File: config.mk
export PLATFORM = sky130hd
export DESIGN_NAME = tdp_back
export DESIGN_NICKNAME = d
export VERILOG_FILES = /design/src/tdp_pkg.sv /design/src/tdp_div.sv /design/src/tdp_back.sv
export VERILOG_INCLUDE_DIRS = /design/src /design/src/src
export SDC_FILE = /design/constraint.sdc
export NUM_CORES = 1
export LEC_CHECK = 0
export ABC_AREA = 1
export ABC_CLOCK_PERIOD_IN_PS = 6850
export BUFFER_PORTS_ARGS = -buffer_cell sky130_fd_sc_hd__clkbuf_2
export CAP_MARGIN = 5
export CORE_ASPECT_RATIO = 0.6
export CORE_MARGIN = 2
export CORE_UTILIZATION = 65
export CTS_CLUSTER_DIAMETER = 100
export DETAILED_ROUTE_END_ITERATION = 8
export GPL_TIMING_DRIVEN = 0
export PLACE_DENSITY_LB_ADDON = 0.05
export SLEW_MARGIN = 0
export SYNTH_ARGS = -nofsm -noshare
export SYNTH_HDL_FRONTEND = slang
export SYNTH_SLANG_ARGS = --single-unit
File: constraint.sdc
create_clock -name clk -period 6.85 [get_ports clk]
set_input_delay 1.0275 -clock clk [delete_from_list [all_inputs] [get_ports clk]]
set_output_delay 1.0275 -clock clk [all_outputs]
set_load 0.02 [all_outputs]
File: src/assert_macros.svh
// Assertion macros used by the trial division prime test back end.
// No dependencies; take in with a bare include.
`ifndef ASSERT_MACROS_SVH
`define ASSERT_MACROS_SVH

// Implication checked on every rising edge, masked while reset is high.
`define ASSERT_IMPLY(label, clk, rst, ante, cons, msg) \
  label: assert property (@(posedge clk) disable iff (rst) (ante) |-> (cons)) \
    else $error(msg);

// Condition that must never be true outside reset.
`define ASSERT_NEVER(label, clk, rst, cond, msg) \
  label: assert property (@(posedge clk) disable iff (rst) !(cond)) \
    else $error(msg);

`endif

File: src/tdp_pkg.sv
// Shared types and constants for the trial division prime test.
// No dependencies.
`timescale 1ns / 1ps

package tdp_pkg;

  localparam int VALUE_WIDTH_DEF = 32;
  localparam int FIFO_DEPTH_DEF  = 4;

  // first odd trial divisor and the step between divisors
  localparam int FIRST_DIVISOR = 3;
  localparam int DIVISOR_STEP  = 2;

  // front verdict carried with each queued word
  typedef struct packed {
    logic needs_div;  // odd value above two, must be trial divided
    logic verdict;    // answer when no division is needed
  } class_t;

  typedef enum logic [1:0] {
    S_IDLE,
    S_RUN,
    S_EMIT
  } back_state_t;

endpackage

File: src/tdp_div.sv
// Iterative restoring divider, one quotient bit per cycle.
// Depends on tdp_pkg.
`timescale 1ns / 1ps

module tdp_div
  import tdp_pkg::*;
#(
  parameter int VALUE_WIDTH = VALUE_WIDTH_DEF
) (
  input  logic                   clk,
  input  logic                   rst,
  input  logic                   start,
  input  logic [VALUE_WIDTH-1:0] dividend,
  input  logic [VALUE_WIDTH-1:0] divisor,
  output logic                   done,
  output logic [VALUE_WIDTH-1:0] quotient,
  output logic [VALUE_WIDTH-1:0] remainder
);

  localparam int CW = $clog2(VALUE_WIDTH + 1);

  logic [CW-1:0]        cnt;
  logic                 busy;
  logic [VALUE_WIDTH:0] shifted;
  logic [VALUE_WIDTH:0] diff;

  // shift in the next dividend bit and try the subtraction
  assign shifted = {remainder, quotient[VALUE_WIDTH-1]};
  assign diff    = shifted - {1'b0, divisor};

  always_ff @(posedge clk) begin
    if (start) begin
      remainder <= '0;
      quotient  <= dividend;
    end else if (busy) begin
      if (!diff[VALUE_WIDTH]) begin
        remainder <= diff[VALUE_WIDTH-1:0];
        quotient  <= {quotient[VALUE_WIDTH-2:0], 1'b1};
      end else begin
        remainder <= shifted[VALUE_WIDTH-1:0];
        quotient  <= {quotient[VALUE_WIDTH-2:0], 1'b0};
      end
    end
  end

  // step counter; done pulses once the last bit is in
  always_ff @(posedge clk) begin
    if (rst) begin
      busy <= 1'b0;
      cnt  <= '0;
      done <= 1'b0;
    end else begin
      done <= busy && (cnt == CW'(1));
      if (start) begin
        busy <= 1'b1;
        cnt  <= CW'(VALUE_WIDTH);
      end else if (busy) begin
        cnt  <= cnt - CW'(1);
        busy <= (cnt != CW'(1));
      end
    end
  end

endmodule

File: src/tdp_back.sv
// Back end: runs trial division on queued words and holds the result word.
// Depends on tdp_pkg, tdp_div and assert_macros.svh.
`timescale 1ns / 1ps
`include "assert_macros.svh"

module tdp_back
  import tdp_pkg::*;
#(
  parameter int VALUE_WIDTH = VALUE_WIDTH_DEF
) (
  input  logic                   clk,
  input  logic                   rst,
  input  logic                   q_empty,
  input  logic [VALUE_WIDTH-1:0] q_value,
  input  class_t                 q_class,
  output logic                   q_pop,
  output logic                   out_valid,
  input  logic                   out_ready,
  output logic                   is_prime
);

  localparam logic [VALUE_WIDTH-1:0] DIV_FIRST = VALUE_WIDTH'(FIRST_DIVISOR);

  back_state_t            state;
  back_state_t            state_next;
  logic [VALUE_WIDTH-1:0] v;
  logic [VALUE_WIDTH-1:0] v_next;
  logic [VALUE_WIDTH-1:0] d;
  logic [VALUE_WIDTH-1:0] d_next;
  logic                   res;
  logic                   res_next;
  logic                   div_start;
  logic                   div_start_next;
  logic                   load_out;
  logic                   out_free;
  logic                   div_done;
  logic [VALUE_WIDTH-1:0] quo;
  logic [VALUE_WIDTH-1:0] rem;
  logic                   past_bound;

  tdp_div #(
    .VALUE_WIDTH(VALUE_WIDTH)
  ) u_div (
    .clk      (clk),
    .rst      (rst),
    .start    (div_start),
    .dividend (v),
    .divisor  (d),
    .done     (div_done),
    .quotient (quo),
    .remainder(rem)
  );

  assign out_free   = !out_valid || out_ready;
  // d > v / d means d squared exceeds v: no divisor left to try
  assign past_bound = (d > quo);

  // next state
  always_comb begin
    state_next = state;
    case (state)
      S_IDLE: begin
        if (!q_empty) begin
          state_next = q_class.needs_div ? S_RUN : S_EMIT;
        end
      end
      S_RUN: begin
        if (div_done && (past_bound || rem == '0)) begin
          state_next = S_EMIT;
        end
      end
      S_EMIT: begin
        if (out_free) begin
          state_next = S_IDLE;
        end
      end
      default: state_next = S_IDLE;
    endcase
  end

  // datapath and handshake outputs
  always_comb begin
    q_pop          = 1'b0;
    v_next         = v;
    d_next         = d;
    res_next       = res;
    div_start_next = 1'b0;
    load_out       = 1'b0;
    case (state)
      S_IDLE: begin
        if (!q_empty) begin
          q_pop          = 1'b1;
          v_next         = q_value;
          d_next         = DIV_FIRST;
          res_next       = q_class.verdict;
          div_start_next = q_class.needs_div;
        end
      end
      S_RUN: begin
        if (div_done) begin
          if (past_bound) begin
            res_next = 1'b1;
          end else if (rem == '0) begin
            res_next = 1'b0;
          end else begin
            d_next         = d + VALUE_WIDTH'(DIVISOR_STEP);
            div_start_next = 1'b1;
          end
        end
      end
      S_EMIT: begin
        load_out = out_free;
      end
      default: begin
        load_out = 1'b0;
      end
    endcase
  end

  // working registers
  always_ff @(posedge clk) begin
    v   <= v_next;
    d   <= d_next;
    res <= res_next;
    if (load_out) begin
      is_prime <= res;
    end
  end

  // control registers and output word
  always_ff @(posedge clk) begin
    if (rst) begin
      state     <= S_IDLE;
      div_start <= 1'b0;
      out_valid <= 1'b0;
    end else begin
      state     <= state_next;
      div_start <= div_start_next;
      if (load_out) begin
        out_valid <= 1'b1;
      end else if (out_ready) begin
        out_valid <= 1'b0;
      end
    end
  end

  `ASSERT_IMPLY(a_done_in_run, clk, rst, div_done, state == S_RUN, "divider done outside run")
  `ASSERT_IMPLY(a_pop_in_idle, clk, rst, q_pop, state == S_IDLE, "queue popped while busy")
  `ASSERT_IMPLY(a_odd_divisor, clk, rst, state == S_RUN, d[0] && d >= DIV_FIRST, "bad divisor")
  `ASSERT_NEVER(a_start_busy, clk, rst, div_start && state != S_RUN, "divider started outside run")

endmodule

### Word-level counts from Yosys, hierarchy flattened

Cells that the tools add are included.

* flip-flop bits (word level): 142
* bits in latches: 0
* memory bits (writable): 0
* memory bits (read-only): 0
* bits of input ports: 38
* output and inout port bits: 3
* memories kept: 0

* add/sub/neg operators: 3
* multiply operators: 0
* divide/modulo/power cells: 0
* order comparisons: 1
* equal/unequal tests: 11
* shift operators: 0
* multiplexer cells: 33
* bitwise gates (word level): 1
* reduce and logical (&&, ||, !) cells: 15

Operator list (count)
* $mux W32: 7
* $pmux W32 S2: 1
* $sub A33 B32 Y33: 1
* $add A32 B2 Y32 const B: 1
* $gt A32 B32 Y1: 1
* $logic_not A32 Y1: 1
* $mux W1: 16
* $mux W6: 2
* $ne A2 B2 Y1 const B: 5
* $mux W2: 4
* $eq A6 B1 Y1 const B: 1
* $ne A6 B1 Y1 const B: 1
* $pmux W2 S3: 1
* $reduce_bool A2 Y1: 3
* $sub A6 B1 Y6 const B: 1
* $reduce_and A5 Y1: 1
* $pmux W1 S2: 2
* $reduce_and A4 Y1: 1
* $ne A3 B3 Y1 const B: 1
* $reduce_and A3 Y1: 1
* $eq A2 B1 Y1 const B: 1
* $eq A2 B2 Y1 const B: 1
* $logic_and A1 B1 Y1: 2
* $logic_not A2 Y1: 1
* other kinds (6): 7

### Depth between registers and ports, before layout

Gate-level depths: netlist of run 1.

* depth after elaboration: 5
* mapped depth: 16
* mapped depth without buffers: 16

### Modules after synthesis

From an unflattened synthesis of run 1, not the netlist that was laid out.

* cell total of the unflattened synthesis: 1443
* area, all modules: 10010.9 sq um

By module, submodules not included
* tdp_div: times used 1, cells an instance 1005, area an instance 5957.0 sq um
* tdp_back: times used 1, cells an instance 438, area an instance 4053.9 sq um

### Least setup slack after synthesis of run 1

OpenSTA, ideal clock, no wires.

* path kind: input to register
* start: input q_empty
* end: register d[10], enable pin
* library setup time: 386 ps
* data arrival time: 4828 ps
* required time: 6464 ps
* setup slack: 1636 ps
* cell stages on the path: 3
* buffers on the path: 0
* cell sequence: nor3_1 > o21ai_0 > inv_1

* longest elaborated chain between the ends: 2

RTL lines
* start, declared: line tdp_back.sv:13 `input logic q_empty,`
* $ne A2 B2 Y1 (no source line)
* $reduce_and A5 Y1 (no source line)
* end signal, assigned: line tdp_back.sv:123 `d <= d_next;`
* end, declared: line tdp_back.sv:28 `logic [VALUE_WIDTH-1:0] d;`

No other way between the ends.
A chain may end at the register's enable or synchronous reset.

### Final worst setup path of run 1

* start: register u_div.quotient[31]
* end: register d[13], enable pin

* longest elaborated chain between the ends: 3

RTL lines
* start, declared: line tdp_div.sv:16 `output logic [VALUE_WIDTH-1:0] quotient,`
* start signal, assigned: line tdp_div.sv:34 `quotient <= dividend;`
* start signal, assigned: line tdp_div.sv:38 `quotient <= {quotient[VALUE_WIDTH-2:0], 1'b1};`
* start signal, assigned: line tdp_div.sv:41 `quotient <= {quotient[VALUE_WIDTH-2:0], 1'b0};`
* $gt A32 B32 Y1: line tdp_back.sv:56 `assign past_bound = (d > quo);`
* $ne A2 B2 Y1 (no source line)
* $reduce_and A5 Y1 (no source line)

No other way between the ends.

==> impl_metrics.ini, run 1 <==
[outcome]
status = completed

[final_layout]
final_layout_size_suffix_gt1_share_pct = 8.67
fin_area_mm2 = 0.0108
area_delta_synth_final_pct = 11.0
nFillCells = 1174
antenna_cells = 0
final_util_pct = 74.3
layout.nets = 1544

[clocking]
insertion_delay_ns = 0.43
clkTransAtPathRegs_ns = 0.07
cts.repair.resized = 0
root_buffer = clkbuf_16
cts_buffers = 17
cts_tree = built
cts_sinks = 141
clockBufferDepth = 2
htree_levels = 4
cts_setup_buffers = 0
cts_hold_buf = 0

[critical_path]
reg2reg_slack_ns = 3.23
rr_endpoint = d[13]
reg2reg_from = u_div.quotient[31]
critical_path_required_ns = 6.89
critPathArrivalTime_ns = 3.66
cp-start-kind = flop
crit_start = u_div.quotient[31]
reg2reg_depth = 10
crit_fanout = 31
path_class = reg2reg
crit_path_end_kind = flop

[floorplanning]
dieArea_mm2 = 0.0160
initial_utilization_pct = 66.9
chipHeight_um = 98.8
num_rows = 34
ios = 41
die_x_um = 162
core_mm2 = 0.0145

[synth]
synth_area_leaders = edfxtp_1, nand2_1, inv_1, dfxtp_1, ha_1
syn_inst = 1378
avgSynthCellArea_um2 = 7.06
synth.cell_area_mm2 = 0.00973
synth-seq-area-share_pct = 39.0
ys_types = 39
synth_nets = 1482
yosysWarnings = 0
synth_top_area_cell = edfxtp_1
synth_top_area_share_pct = 29.9
ys_seq_elements = 141

[timing]
hold_slack_ns = 0.431
setup_viol = 0
skew_ns = 0.0114
rsz0062_at_grt = false
finalCriticalPeriod_ns = 3.62
fin_crit_sh_pct = 52.8
tightest_slew_ns = 1.33
fin_setup_tns_ns = 0
slew_violations = 0
slew_headroom_pct = 11.6
finalHoldViolCount = 0
max_freq_mhz = 276

[detailed_routing]
first_pass_iters = 6
vias_per_cell = 5.62
drt_wl_total_um = 27800
drcViolationCount = 0
via_count = 9285
ant_nets = 0
drt_iter0_drc = 1284
wl_per_cell_um = 16.8

[global_route]
antenna_found_initial = 0
grt_max_degree = 33
gr-total-overflow = 0
grt_pass1_vias = 8520
grt_first_pass_wirelength_um = 44400
grt.total_usage_pct = 36.2

[place]
placed_area_mm2 = 0.0102
dp_hpwl_um = 21800
port_buffers = 40
place.gp.congestion = 0.990

[pwr]
p_total_mw = 4.25
power_leakage_nw = 5.41
vdd_drop_max_mv = 0.347
powerDensity_mw_per_mm2 = 393

[min_path]
hold-path-endpoint = is_prime
min_from = res
hold_depth = 0
min_path_type = reg2reg

[run]
drv_cap = 0
## logic make-up after synthesis
logic type | count (synthesis) | synth area share, %
buf+inv | 282 | 11.4
xor+xnor | 17 | 1.53
simple gates | 761 | 33.4
fa+ha+maj | 66 | 8.56
compound gates | 111 | 6.13
flops | 141 | 39.0
## power breakdown
part           internal [mW]  switching (mW)  leakage (nW)
clock                  0.483           0.434         0.274
sequential              1.10           0.135          1.29
combinational          0.682            1.42          3.85
## stage by stage
stage | worst slack [ns] | std cells
after global placement | 0.479 | 1616
after global routing | 3.14 | 1651
after floorplan | 1.64 | 1378
after CTS | 3.39 | 1650
final | 3.23 | 1651
after detailed placement | 3.44 | 1618
## worst max-delay path, cell delays in order (launching register included)
cell and delay [ns]:
edfxtp_1 0.53, inv_1 0.14, ha_1 0.32, nand2_1 0.08
nor2_1 0.15, nand4_1 0.22, nor2_1 0.26, nand4_1 0.21
nand3_1 0.18, o21ai_0 0.13, inv_1 1.00
## registers in the layout, indices dropped and copies added, names as in the netlist
signal / count
u_div.quotient: 32
u_div.remainder: 32
v: 32
d: 31
u_div.cnt: 6
state: 2
div_start: 1
is_prime: 1
out_valid: 1
res: 1
u_div.busy: 1
u_div.done: 1
## area by class of cell
class	count	area, µm²	area share [%]
sequential	141	3790	35.1
clock buffer	17	425	3.94
tap	198	248	2.29
multi-input combinational	955	4830	44.7
timing repair buffer	43	250	2.32
inverter	259	972	9.00
clock inverter	15	144	1.33
buffer	23	139	1.29
## Yosys cell counts (all sizes together)
master	instances
nor3	28
nand2	505
dfxtp	44
nor3b	6
a21oi	51
edfxtp	97
nand4	34
xnor2	16
and3	3
nand3b	6
and2	3
nand3	69
inv	259
buf	9
ha	65
o21a	4
o21ai	47
clkbuf	14
or2	4
fa	1
a221oi	1
nor2	101
o31ai	2
nor4	2
a211oi	2
xor2	1
o21bai	2
a21o	2
## routing by layer
| metal | wire, µm | track usage (%) | share of wire [%] |
|---|---|---|---|
| met1 | 13000 | 56.6 | 47 |
| met2 | 10700 | 49.1 | 39 |
| met3 | 3610 | 10.2 | 13 |
| met4 | 430 | 8.51 | 1.5 |
| met5 | 0 | 0 | 0 |
## placed cells by master (no fill, tap or decap), types with 8 or more instances in the layout
master / count
nand2_2: 19
nor2_1: 93
clkbuf_16: 17
xnor2_1: 16
edfxtp_1: 97
dfxtp_1: 44
nor3_1: 26
nand3_1: 66
clkbuf_1: 14
clkbuf_2: 40
a21oi_1: 49
nand2_1: 484
ha_1: 65
nor2_2: 8
inv_1: 258
o21ai_0: 45
nand4_1: 33
## worst max-delay path by stage
stage / to / depth (start not counted) / slack (ns)
final: d[13] / 10 / 3.23
after detailed placement: d[11] / 4 / 3.44
after floorplan: d[10] / 3 / 1.64
after global routing: d[5] / 10 / 3.14
after global placement: d[10] / 4 / 0.48
after CTS: d[9] / 10 / 3.39
No activity file was read; power rests on OpenSTA's default activity.
==> run 2, diff against run 1 <==
--- a/config.mk
+++ b/config.mk
@@ -7,12 +7,12 @@
 export NUM_CORES = 1
 export LEC_CHECK = 0
 export ABC_AREA = 1
-export ABC_CLOCK_PERIOD_IN_PS = 6850
+export ABC_CLOCK_PERIOD_IN_PS = 3300
 export BUFFER_PORTS_ARGS = -buffer_cell sky130_fd_sc_hd__clkbuf_2
 export CAP_MARGIN = 5
 export CORE_ASPECT_RATIO = 0.6
 export CORE_MARGIN = 2
-export CORE_UTILIZATION = 65
+export CORE_UTILIZATION = 57
 export CTS_CLUSTER_DIAMETER = 100
 export DETAILED_ROUTE_END_ITERATION = 8
 export GPL_TIMING_DRIVEN = 0
==> constraint.sdc (replaced) <==
create_clock -name clk -period 3.3 [get_ports clk]
set_input_delay 0.495 -clock clk [delete_from_list [all_inputs] [get_ports clk]]
set_output_delay 0.495 -clock clk [all_outputs]
set_load 0.02 [all_outputs]
==> run 2 against run 1 <==
  * Core utilization is 8.1 points lower
  * Largest power group unchanged
  * Critical endpoint is now d[29]
  * Clock power is 110% higher
  * Count of clock-buffer cells in the layout grew 2
  * Routed wire length down 3.4%
  * Final cell count increased by 2.0%
  * Critical path type unchanged
  * First-iteration DRC count decreased by 5.8%
  * Final area increased by 0.98%
  * Clock skew grew 0.00068 ns
==> impl_metrics.ini, run 2 (synthesis results as in run 1) <==
[outcome]
status = completed

[timing]
slew_headroom_pct = 51.7
max_freq_mhz = 337
skew_ns = 0.0121
hold_slack_ns = 0.236
fin_setup_tns_ns = 0
rsz0062_at_grt = false
tightest_slew_ns = 0.717
setup_viol = 0
finalHoldViolCount = 0
slew_violations = 0
finalCriticalPeriod_ns = 2.96
fin_crit_sh_pct = 89.8

[pwr]
comb_power_share_pct = 49.0
p_total_mw = 8.77
vdd_drop_max_mv = 0.443
p_clk_share_pct = 21.9
switching_share_pct = 44.9
power.net_switching_mw = 3.94
internal-power_mw = 4.83
power_leakage_nw = 5.42
powerDensity_mw_per_mm2 = 803
p_seq_share_pct = 29.1

[critical_path]
reg2reg_slack_ns = 0.34
critPathArrivalTime_ns = 3.13
critical_path_required_ns = 3.47
reg2reg_depth = 12
cp-start-kind = flop
crit_start = u_div.quotient[31]
path_class = reg2reg
reg2reg_from = u_div.quotient[31]
crit_path_end_kind = flop
crit_fanout = 14
cp-endpoint = d[29]
rr_endpoint = d[29]

[final_layout]
antenna_cells = 0
final_common_cell = nand2_1
area_delta_synth_final_pct = 12.1
layout_common_cells = nand2_1, inv_1, edfxtp_1
fin_area_mm2 = 0.0109
reg_top3 = u_div.quotient: 32 flops, u_div.remainder: 32 flops, v: 32 flops
layout.nets = 1547
final_util_pct = 66.2
final_layout_size_suffix_gt1_share_pct = 8.79

[detailed_routing]
vias_per_cell = 5.32
via_count = 8957
drt_wl_total_um = 26800
ant_nets = 0
wl_per_cell_um = 15.9
drt_iter0_drc = 1210
first_pass_iters = 6
drcViolationCount = 0

[global_route]
grt_pass1_vias = 7957
grt_max_degree = 33
antenna_found_initial = 0
grt_first_pass_wirelength_um = 42500
gr-total-overflow = 0
grt.total_usage_pct = 30.5

[place]
port_buffers = 40
place.gp.congestion = 0.978
dp_hpwl_um = 21400
placed_area_mm2 = 0.0103

[clocking]
cts_buffers = 17
root_buffer = clkbuf_16
htree_levels = 4
clockBufferDepth = 2
cts_tree = built
cts_sinks = 141
clkTransAtPathRegs_ns = 0.06
insertion_delay_ns = 0.43

[run]
drv_cap = 0

[floorplanning]
ios = 41
num_rows = 36
chipHeight_um = 105
die_x_um = 173
initial_utilization_pct = 59.0
core_mm2 = 0.0165
dieArea_mm2 = 0.0182

[min_path]
min_from = q_value[7]
min_path_type = in2reg
-- run 2: cell count changes in the layout (fill, tap and decap cells not counted), sizes merged --
cell	change
clkinvlp	+3
clkinv	+2
bufinv	+2
buf	+2
inv	-8
clkbuf	+2
-- run 2: worst max-delay path, stage by stage (launching register included) --
cell,delay [ns]
edfxtp_1,0.54
inv_1,0.13
ha_1,0.31
nand2_1,0.06
nor2_1,0.18
nand4_1,0.20
nor2_1,0.22
nand2_1,0.09
nand2_1,0.08
nand3_1,0.09
o21ai_0,0.30
clkinvlp_4,0.23
buf_4,0.26
-- run 2: layout make-up --
| cell class | count | area, µm² |
|---|---|---|
| Clock buffer | 19 | 433 |
| Clock inverter | 13 | 140 |
| Timing Repair inverter | 1 | 7.51 |
| Fill cell | 1490 | 5580 |
| Multi-Input combinational cell | 955 | 4840 |
| Tap cell | 228 | 285 |
| Timing Repair Buffer | 45 | 298 |
| Inverter | 259 | 976 |
| Buffer | 23 | 139 |
| Sequential cell | 141 | 3790 |
-- run 2: power groups by stage --
stage | registers [mW] | clock network (mW) | logic, mW
CTS | 2.54 | 1.93 | 4.16
global route | 2.59 | 2.01 | 4.79
floorplan | 2.49 | 0 | 3.08
finish | 2.55 | 1.92 | 4.30
global placement | 2.58 | 0 | 4.05
detailed placement | 2.58 | 0 | 4.12
-- run 2: layer usage --
metal  track usage (%)  vias to the layer above  wire [µm]
li1                  -                     4498          -
met1              50.2                     4040      13700
met3              8.55                       21       3180
met2              38.2                      396       9730
met5              3.89                        -         94
met4              4.84                        2        163
-- run 2: timing repair --
item	CTS	global route
hold buffers	0	0
endpoints found under the setup margin	31	31
gates resized for setup	1	1
gates cloned	0	1
setup buffers	0	2
-- run 2: per-stage QoR --
stage	setup slack [ns]	std cells
floorplan	0.571	1378
global placement	-0.196	1646
detailed placement	-0.0561	1648
CTS	0.0495	1680
global route	0.163	1684
finish	0.335	1684
-- run 2: how the worst min path moves through the flow --
stage                    end  cells after the start  slack (ns)
floorplan           is_prime                      0        0.40
global placement    is_prime                      0        0.40
detailed placement  is_prime                      0        0.41
CTS                     v[0]                      1        0.23
global route           v[20]                      1        0.22
finish                  v[7]                      1        0.24
==> run 3, diff against run 2 <==
--- a/config.mk
+++ b/config.mk
@@ -7,7 +7,7 @@
 export NUM_CORES = 1
 export LEC_CHECK = 0
 export ABC_AREA = 1
-export ABC_CLOCK_PERIOD_IN_PS = 3300
+export ABC_CLOCK_PERIOD_IN_PS = 2500
 export BUFFER_PORTS_ARGS = -buffer_cell sky130_fd_sc_hd__clkbuf_2
 export CAP_MARGIN = 5
 export CORE_ASPECT_RATIO = 0.6
==> constraint.sdc (replaced) <==
create_clock -name clk -period 2.5 [get_ports clk]
set_input_delay 0.375 -clock clk [delete_from_list [all_inputs] [get_ports clk]]
set_output_delay 0.375 -clock clk [all_outputs]
set_load 0.02 [all_outputs]
==> run 3 against run 2 <==
  * Sequential power increased by 31%
  * Flip-flop and latch count unchanged
  * Final area increased by 7.4%
  * First-iteration DRC count decreased by 10%
  * Total power increased by 47%
  * Sequential share of layout area decreased by 2.4 points
  * Count of clock-buffer cells in the layout increased by 4
  * Combinational power increased by 62%
  * Critical endpoint is now u_div.quotient[0]
  * Largest cell class unchanged
  * Largest power group unchanged
==> impl_metrics.ini, run 3 (synthesis results as in run 1) <==
[floorplanning]
die_x_um = 173
ios = 41
num_rows = 36
chipHeight_um = 105
initial_utilization_pct = 59.0
core_mm2 = 0.0165
dieArea_mm2 = 0.0182

[timing]
fin_crit_sh_pct = 99.2
setup_viol = 0
tightest_slew_ns = 0.930
setup_slack_ns = 0.0208
hold_slack_ns = 0.111
slew_headroom_pct = 37.8
max_freq_mhz = 403
finalCriticalPeriod_ns = 2.48
finalHoldViolCount = 0
slew_violations = 0
skew_ns = 0.0107

[detailed_routing]
via_count = 9269
first_pass_iters = 7
drt_wl_total_um = 29100
ant_nets = 0
vias_per_cell = 5.36
drcViolationCount = 0
drt_iter0_drc = 1088
wl_per_cell_um = 16.8

[place]
dp_hpwl_um = 21600
port_buffers = 40
dp_slack_ns = -0.406
place.gp.congestion = 0.986
placed_area_mm2 = 0.0103

[critical_path]
critPathArrivalTime_ns = 2.65
crit_path_end_kind = flop
cp-start-kind = flop
critical_path_required_ns = 2.67
crit_fanout = 8
path_class = reg2reg

[global_route]
grt.total_usage_pct = 31.4
antenna_found_initial = 0
gr-total-overflow = 0
grt_first_pass_wirelength_um = 43600
grt_pass1_vias = 8137
grt_max_degree = 32

[final_layout]
area_delta_synth_final_pct = 20.4
multi_input_area_mm2 = 0.00514
final_layout_size_suffix_gt1_share_pct = 14.2
fin_area_mm2 = 0.0117
reg_top3 = u_div.quotient: 32 flops, u_div.remainder: 32 flops, v: 32 flops
layout.nets = 1593
nFillCells = 1404
final_common_cell = nand2_1
seq_area_mm2 = 0.00379
final_util_pct = 71.1
layout_common_cells = nand2_1, inv_1, edfxtp_1
antenna_cells = 0

[outcome]
status = completed

[clocking]
cts_sinks = 141
insertion_delay_ns = 0.44
clockBufferDepth = 2
cts_hold_buf = 0
htree_levels = 4
cts_buffers = 17
root_buffer = clkbuf_16
clkTransAtPathRegs_ns = 0.06
cts_tree = built

[pwr]
powerDensity_mw_per_mm2 = 1100
power_leakage_nw = 5.77
vdd_drop_max_mv = 0.744

[run]
drv_cap = 0

[min_path]
min_path_type = in2reg
## run 3: worst max-delay path, cell delays in order, from the launching register on
cell      delay [ns]
edfxtp_1        0.43
inv_1           0.19
ha_4            0.33
nand2_1         0.11
nor2_2          0.19
nand2_1         0.16
nor2_4          0.17
nand2_8         0.08
nand2_4         0.09
nand2_4         0.08
nand2_8         0.16
buf_8           0.15
o21ai_1         0.05
## run 3: timing repair
item / CTS / global route
pin swaps: 2 / 9
resized for setup: 12 / 65
buffers inserted: 15 / 26
setup endpoints to repair: 96 / 84
gates cloned: 1 / 9
## run 3: per-layer routing
| metal | wire [µm] | share of wire (%) | global-route usage [%] | vias to the layer above |
|---|---|---|---|---|
| met5 | 64 | 0.22 | 0 | - |
| met4 | 320 | 1.1 | 6.60 | 2 |
| met3 | 3670 | 13 | 9.75 | 28 |
| met2 | 11000 | 38 | 41.6 | 418 |
| met1 | 14100 | 48 | 49.1 | 4219 |
| li1 | - | - | - | 4602 |
## run 3: power breakdown
group	leakage [nW]	internal [mW]	switching (mW)
clock network	0.289	1.54	1.02
logic	4.20	2.68	4.28
registers	1.29	3.00	0.346
total	5.77	7.22	5.65
## run 3: layout make-up
cell class | count | area share (%)
plain buffers | 23 | 1.40
repair buffers | 88 | 5.88
clock buffers | 23 | 4.36
multi-input cells | 955 | 43.9
well taps | 228 | 2.43
repair inverters | 4 | 0.513
flip-flops and latches | 141 | 32.4
inverters | 259 | 8.45
clock inverters | 9 | 0.705
## run 3: final timing paths
path,slack [ns],from,to,cells past startpoint
worst max-delay path,0.02,d[16],u_div.quotient[0],12
worst min-delay path,0.11,q_value[2],v[2],1
worst max register to register,0.02,d[16],u_div.quotient[0],12
worst min register to register,0.43,res,is_prime,0
## run 3: through the flow
| step | instances | total power [mW] | setup TNS [ns] |
|---|---|---|---|
| 4_1_cts | 1695 | 11.5 | 0 |
| 2_1_floorplan | 1378 | 7.35 | 0 |
| 3_3_place_gp | 1646 | 8.74 | -29.83 |
| 6_report | 1730 | 12.9 | 0 |
| 5_1_grt | 1730 | 13.7 | -0.500 |
| 3_5_place_dp | 1647 | 8.83 | -26.11 |
